`src/sv/spi_pkg.sv`:
```
// Shared types and constants for the segment pair intersection block.
`default_nettype none
package spi_pkg;

  localparam int FIELD_W        = 32;
  localparam int COORD_BITS_DEF = 32;
  localparam int NUM_COORDS     = 8;

  typedef struct packed {
    logic signed [FIELD_W-1:0] a_start_x;
    logic signed [FIELD_W-1:0] a_start_y;
    logic signed [FIELD_W-1:0] a_end_x;
    logic signed [FIELD_W-1:0] a_end_y;
    logic signed [FIELD_W-1:0] b_start_x;
    logic signed [FIELD_W-1:0] b_start_y;
    logic signed [FIELD_W-1:0] b_end_x;
    logic signed [FIELD_W-1:0] b_end_y;
  } spi_in_t;

  typedef struct packed {
    logic                      hit;
    logic signed [FIELD_W-1:0] cross_x;
    logic signed [FIELD_W-1:0] cross_y;
  } spi_out_t;

endpackage
`default_nettype wire

```
`src/sv/spi_back.sv`:
```
// Back pipeline: rounding, sign restore and the bounding box test.
`default_nettype none
module spi_back #(
  parameter int C = spi_pkg::COORD_BITS_DEF
) (
  input  wire logic               clk,
  input  wire logic               rst,
  input  wire logic               in_valid,
  input  wire logic [3*C+2:0]     quo [2],
  input  wire logic [2*C+2:0]     rem [2],
  input  wire logic [2*C+2:0]     dvs [2],
  input  wire logic [8*C+2:0]     in_sb,
  output logic                    done,
  output spi_pkg::spi_out_t       result
);
  import spi_pkg::*;

  localparam int NW = 3 * C + 3;
  localparam int DW = 2 * C + 3;
  localparam int QW = NW + 2;

  // Round stage.
  logic                 rv, rok;
  logic signed [QW-1:0] px, py;
  logic [8*C-1:0]       rflat;
  logic [NW:0]          qa, qb;

  assign qa = {1'b0, quo[0]} + {{NW{1'b0}}, ({rem[0], 1'b0} >= {1'b0, dvs[0]})};
  assign qb = {1'b0, quo[1]} + {{NW{1'b0}}, ({rem[1], 1'b0} >= {1'b0, dvs[1]})};

  always_ff @(posedge clk) begin
    if (rst) rv <= 1'b0;
    else     rv <= in_valid;
    rok   <= in_sb[8*C+2];
    px    <= in_sb[8*C+1] ? -$signed(QW'(qa)) : $signed(QW'(qa));
    py    <= in_sb[8*C]   ? -$signed(QW'(qb)) : $signed(QW'(qb));
    rflat <= in_sb[8*C-1:0];
  end

  function automatic logic in_box(input logic signed [QW-1:0] p,
                                  input logic signed [C-1:0] e1,
                                  input logic signed [C-1:0] e2);
    logic signed [QW-1:0] a, b;
    a = QW'(e1);
    b = QW'(e2);
    return (a <= b) ? (p >= a && p <= b) : (p >= b && p <= a);
  endfunction

  logic signed [C-1:0] cc [NUM_COORDS];
  logic                hit_c;
  logic [FIELD_W-1:0]  fx, fy;

  for (genvar i = 0; i < NUM_COORDS; i++) begin : g_unflat
    assign cc[i] = rflat[i*C +: C];
  end

  assign hit_c = rok && in_box(px, cc[0], cc[2]) && in_box(py, cc[1], cc[3])
                     && in_box(px, cc[4], cc[6]) && in_box(py, cc[5], cc[7]);

  if (C >= FIELD_W) begin : g_cut
    assign fx = px[FIELD_W-1:0];
    assign fy = py[FIELD_W-1:0];
  end else begin : g_pad
    assign fx = {{(FIELD_W-C){1'b0}}, px[C-1:0]};
    assign fy = {{(FIELD_W-C){1'b0}}, py[C-1:0]};
  end

  always_ff @(posedge clk) begin
    if (rst) done <= 1'b0;
    else     done <= rv;
    result.hit     <= hit_c;
    result.cross_x <= hit_c ? fx : '0;
    result.cross_y <= hit_c ? fy : '0;
  end

endmodule
`default_nettype wire

```
`config.mk`:
```
export PLATFORM = sky130hd
export DESIGN_NAME = spi_back
export DESIGN_NICKNAME = d
export VERILOG_FILES = /design/src/sv/spi_pkg.sv /design/src/sv/spi_back.sv
export SDC_FILE = /design/constraint.sdc
export NUM_CORES = 2
export LEC_CHECK = 0
export CAP_MARGIN = 5
export CORE_MARGIN = 2
export CORE_UTILIZATION = 50
export DETAILED_ROUTE_END_ITERATION = 10
export DONT_BUFFER_PORTS = 1
export PLACE_DENSITY = 0.66
export SLEW_MARGIN = 30
export SYNTH_ARGS = -nofsm -noshare
export SYNTH_HDL_FRONTEND = slang
export SYNTH_SLANG_ARGS = --single-unit
```
`constraint.sdc`:
```
create_clock -name clk -period 6.4 [get_ports clk]
set_clock_uncertainty 0.05 [all_clocks]
set_input_delay 1.28 -clock clk [delete_from_list [all_inputs] [get_ports clk]]
set_output_delay 1.28 -clock clk [all_outputs]
set_load 0.05 [all_outputs]
```
# [After elaboration in Yosys (flattened, before gate mapping)]
# Index checks and enable logic that the tools add are counted.
# W data, S select, Z words.
[totals] in_bits=728 ff_bits=526 word_cells=55 out_inout_bits=66
[classes] n_reduce_logical=12 n_lt_le_gt_ge=22 mux=6 addsub=4
[ops] op="$ge A101 B32 Y1" count=8
[ops] op="$le A101 B32 Y1" count=8
[ops] op="$neg A100 Y101" count=2
[ops] op="$add A99 B1 Y100" count=2
[ops] op="$mux W100" count=2
[ops] op="$ge A68 B67 Y1" count=2
[ops] op="$le A32 B32 Y1" count=4
[ops] op="$logic_and A1 B1 Y1" count=12
[ops] op="$mux W1" count=4

# [Depth between registers and ports, before layout]
[depth] depth_word=7 ltp_mapped=27 mapped_depth_nobuf=25

# [Least setup slack after synthesis]
# No wires, ideal clock.
[synth_path] path_type="input to register" startpoint="input port dvs[39] (netlist name)" endpoint="register py[79]" required_time_ns=6.278 stages=25 n_path_buf=2 setup_slack_ns=-0.388 arrival_ns=6.666 setup_ns=0.072 path_cell_list="inv_1 -> ha_1 -> and4_1 -> a21oi_1 -> nand2_1 -> a221o_1 -> a221o_1 -> a221oi_1 -> o21ai_0 -> a41oi_1 -> o21ai_0 -> ha_1 -> ha_1 -> buf_4 -> nand4_2 -> nor3_2 -> or4_1 -> a2111oi_4 -> nand4_1 -> or3b_4 -> or2_4 -> or3_1 -> buf_2 -> o41ai_2 -> xor2_1"
[synth_via] elab_chain_len=4
[synth_rtl] item="start: declaration" line_no="spi_back.sv:11" text="input wire logic [2*C+2:0] dvs [2],"
[synth_rtl] item="$ge A68 B67 Y1 *" line_no="spi_back.sv:29" text="assign qb = {1'b0, quo[1]} + {{NW{1'b0}}, ({rem[1], 1'b0} >= {1'b0, dvs[1]})};"
[synth_rtl] item="$add A99 B1 Y100 *" line_no="spi_back.sv:29"
[synth_rtl] item="$neg A100 Y101" line_no="spi_back.sv:36" text="py <= in_sb[8*C] ? -$signed(QW'(qb)) : $signed(QW'(qb));"
[synth_rtl] item="$mux W100 *" line_no="spi_back.sv:36"
[synth_rtl] item="end signal: assignment" line_no="spi_back.sv:36"
[synth_rtl] item="end: declaration" line_no="spi_back.sv:24" text="logic signed [QW-1:0] px, py;"
# Every way passes the cells marked *; elsewhere a longest branch is shown, timed or not.
# A chain may end at the register's enable or synchronous reset.

# [Worst setup path in the final report]
[layout_path] startpoint="input port dvs[52] (netlist name)" endpoint="register py[90]"
# The elaborated chain is that of the path after synthesis.

==> impl_metrics.csv <==
group,metric,value,unit
synthesis,synth.distinct_cells,103,
synthesis,yosys_most_used_dff,"dfxtp_1",
timing,final-max-slew-violation-count,0,
timing,holdWs,0.396,ns
global_routing,overflow,0,
synthesis,ys_warn_count,0,
timing,rsz0062_at_grt,"true",
worst_setup_path,rr_worst_depth,13,
worst_setup_path,crit_chain,"clkinvlp_4, ha_4, a21o_1, a21o_1, a21o_1, a21o_1, a21o_1, a21o_1, a221oi_2, o21ai_1, a41oi_2, o21ai_4, ha_4, ha_4, nand4_4, nor3_4, or4_4, a21o_1, nor4_2, nand4_1, or4_4, or3b_4, o31ai_4, xor2_1",
route,drtIter0Drc,3887,
synthesis,async_flop_share,0,%
global_routing,met3_usage,7.42,%
worst_setup_path,crit_path_frequent_cell,"a21o_1",
route,dr_total_vias,46500,
timing,hold_violations,0,
power,powerDensity,181,mW/mm²
die,die-area,0.0999,mm²
die,core_area,0.0966,mm²
placement,dp_slack,-1.00,ns
timing,timing.fmax,157,MHz
worst_setup_path,critPathTopFamily,"simple AND/OR/NAND/NOR gates",
status,status,"complete, no violations",
worst_setup_path,cp.buffers_inverters,1,
worst_setup_path,critPathArrivalTime,6.86,ns
placement,hpwlAfterDp,156000,µm
power,leakage,25.6,nW
die,die_w,316,µm
synthesis,ys_ff_latch,526,
flow_run,drv_cap,0,
worst_hold_path,hold_path_class,"flop to flop",
timing,fin_setup_tns,0,ns
worst_setup_path,cp_slowest_cell,"or4_4",
synthesis,yosys.area.top_type,"ha_1",
synthesis,synth_enable_flop_cells,0,
clock_tree,postCtsHoldBufs,0,
clock_tree,clock_sinks,526,
worst_hold_path,whs_endpoint,"done$_SDFF_PP0_",
worst_setup_path,worstSetupEndpointType,"flop",
timing,worst_slew_pin_slew,1.14,ns
synthesis,syn_area,0.0487,mm²
route,detail-route-antenna-nets,0,
route,wl_per_cell,24.7,µm
worst_setup_path,worstReg2RegEnd,"result[24]$_SDFF_PN0_",
clock_tree,path_clk_slew,0.07,ns
placement,place_congestion,1.07,
worst_setup_path,worstSetupStartpointType,"input pin",
global_routing,grt_pass1_vias,44300,
worst_setup_path,cp.required,6.87,ns
finish,syn_to_final_growth,14.6,%
clock_tree,htreeDepth,2,
worst_hold_path,hold_depth,1,
timing,relSlewSlack,23.2,%
worst_setup_path,r2r-start,"rflat[63]$_DFF_P_",
timing,min_period,6.38,ns
route,routed_via_density,6.19,
synthesis,synth_cells,5784,
global_routing,met2_usage,56.5,%
global_routing,grt_antenna_before_repair,54,
timing,timing.final.setup_violations,0,
synthesis,synthDominantCellAreaShare,27.6,%
die,initial_core_util,50.4,%
worst_setup_path,max_stage_delay,0.62,ns
clock_tree,cts_root_buf,"clkbuf_16",
worst_hold_path,hold_path.startpoint,"rv$_SDFF_PP0_",
timing,fin_crit_sh,99.8,%
finish,drive_gt1_share,12.2,%
power,ir_worst_vdd,0.206,mV
worst_setup_path,path_max_fanout,8,
route,wirelength,185000,µm
synthesis,synth.area.top_cells,"ha_1 28%, dfxtp_1 22%, xnor2_1 4.6%",
die,die_h,316,µm
global_routing,track_usage,35.5,%
clock_tree,clkLatencyLatePin,0.66,ns
clock_tree,cts_buffers,54,
worst_setup_path,criticalPathCategory,"input pin to flop",
synthesis,synth_nets,7586,
clock_tree,cts_buffer_depth,3,
global_routing,grt_pass1_wl,271000,µm
global_routing,grt_max_degree,99,
clock_tree,cts_tree,"built",
route,first_pass_iters,6,
placement,io_buffers,0,
worst_setup_path,r2r_slack,1.27,ns
global_routing,busiest_layer,"met2",
timing,fin_ws,0.0156,ns
die,ios,794,
die,rows,114,
synthesis,yosysSeqAreaShare,21.6,%
finish,nNetsFinal,7944,
global_routing,grt_use_met1,44.1,%
finish,most-common-layout-cells,"1057 x ha_1, 525 x dfxtp_1, 457 x inv_1",
route,drc,0,
synthesis,syn_avg_cell_area,8.42,µm²
finish,final_common_cell,"ha_1",
power,finalPower,10.1,mW
## synthesized netlist by cell type (all sizes together), types with 7 or more instances
cell type,count
o31a,11
mux2i,13
buf,46
o41ai,20
nor3,151
a221oi,27
o221ai,9
and4,121
a2bb2oi,10
o31ai,68
nand3,254
and2,22
a211oi,59
a221o,11
xor2,143
ha,1074
nor4,110
o21bai,11
a2111oi,18
and3,118
a21oi,379
mux2,10
nand4,300
xnor2,254
dfxtp,526
or4,29
clkbuf,98
nor3b,7
nand2b,36
nor2b,29
or3,32
nor2,258
o211ai,29
nand4b,11
inv,472
o21ai,258
or2,26
a22oi,9
a31oi,33
o21a,25
a21o,153
nand2,404
or4b,7
a211o,9
## area by class of cell
class	count	area, µm²
repair buffers	446	3430
clock buffers	66	1460
fillers	8723	40800
multi-input cells	4640	36500
flip-flops and latches	526	10500
diodes	48	120
inverters	474	1790
clock inverters	36	394
well taps	1276	1600
## power by group
group,switching [mW],internal [mW]
registers,0.423,3.51
logic,1.64,1.28
clock network,1.47,1.79
## routing by layer
metal / vias up / routed length (µm)
li1: 22300 / -
met1: 21800 / 75900
met2: 1956 / 82300
met3: 410 / 15400
met4: 6 / 11900
met5: - / 36
## through the flow
step / std cells / utilization (%) / cell area [µm²]
floorplan: 5784 / - / 49000
global placement: 7351 / 55.2 / 53300
detailed placement: 7351 / 55.2 / 53300
CTS: 7454 / 57.2 / 55200
global route: 7503 / 57.8 / 55800
finish: 7512 / 57.8 / 55800
## timing repair
item | 4_1_cts | 5_1_grt
endpoints found under the setup margin | 66 | 102
gates resized for setup | 6 | 69
pin swaps | 2 | 38
buffers inserted | 1 | 10
gates cloned | 0 | 0
## logic make-up after synthesis
logic type | after synthesis | synth area share, %
AND/OR/NAND/NOR | 1941 | 22.1
AO/OA/AOI/OAI | 1205 | 16.1
adder cells (fa/ha/maj) | 1074 | 27.6
buffers and inverters | 618 | 4.93
flip-flops | 526 | 21.6
XOR/XNOR | 397 | 7.14
multiplexers | 23 | 0.498
## state kept, by name, summed over array words and instances (netlist names)
signal / flops
rflat: 256
py: 101
result: 65
done: 1
rok: 1
rv: 1
px: 101
## worst max path at each step
stage	startpoint	endpoint	slack, ns	cells past startpoint
3_5_place_dp	dvs[51]	py[90]$_DFF_P_	-1.00	25
4_1_cts	dvs[80]	px[87]$_DFF_P_	0.01	27
6_report	dvs[52]	py[90]$_DFF_P_	0.02	24
5_1_grt	dvs[52]	py[90]$_DFF_P_	-0.08	25
2_1_floorplan	rem[36]	py[81]$_DFF_P_	-0.13	24
3_3_place_gp	dvs[51]	py[96]$_DFF_P_	-0.78	25
Power figures use the tool's default switching activity.
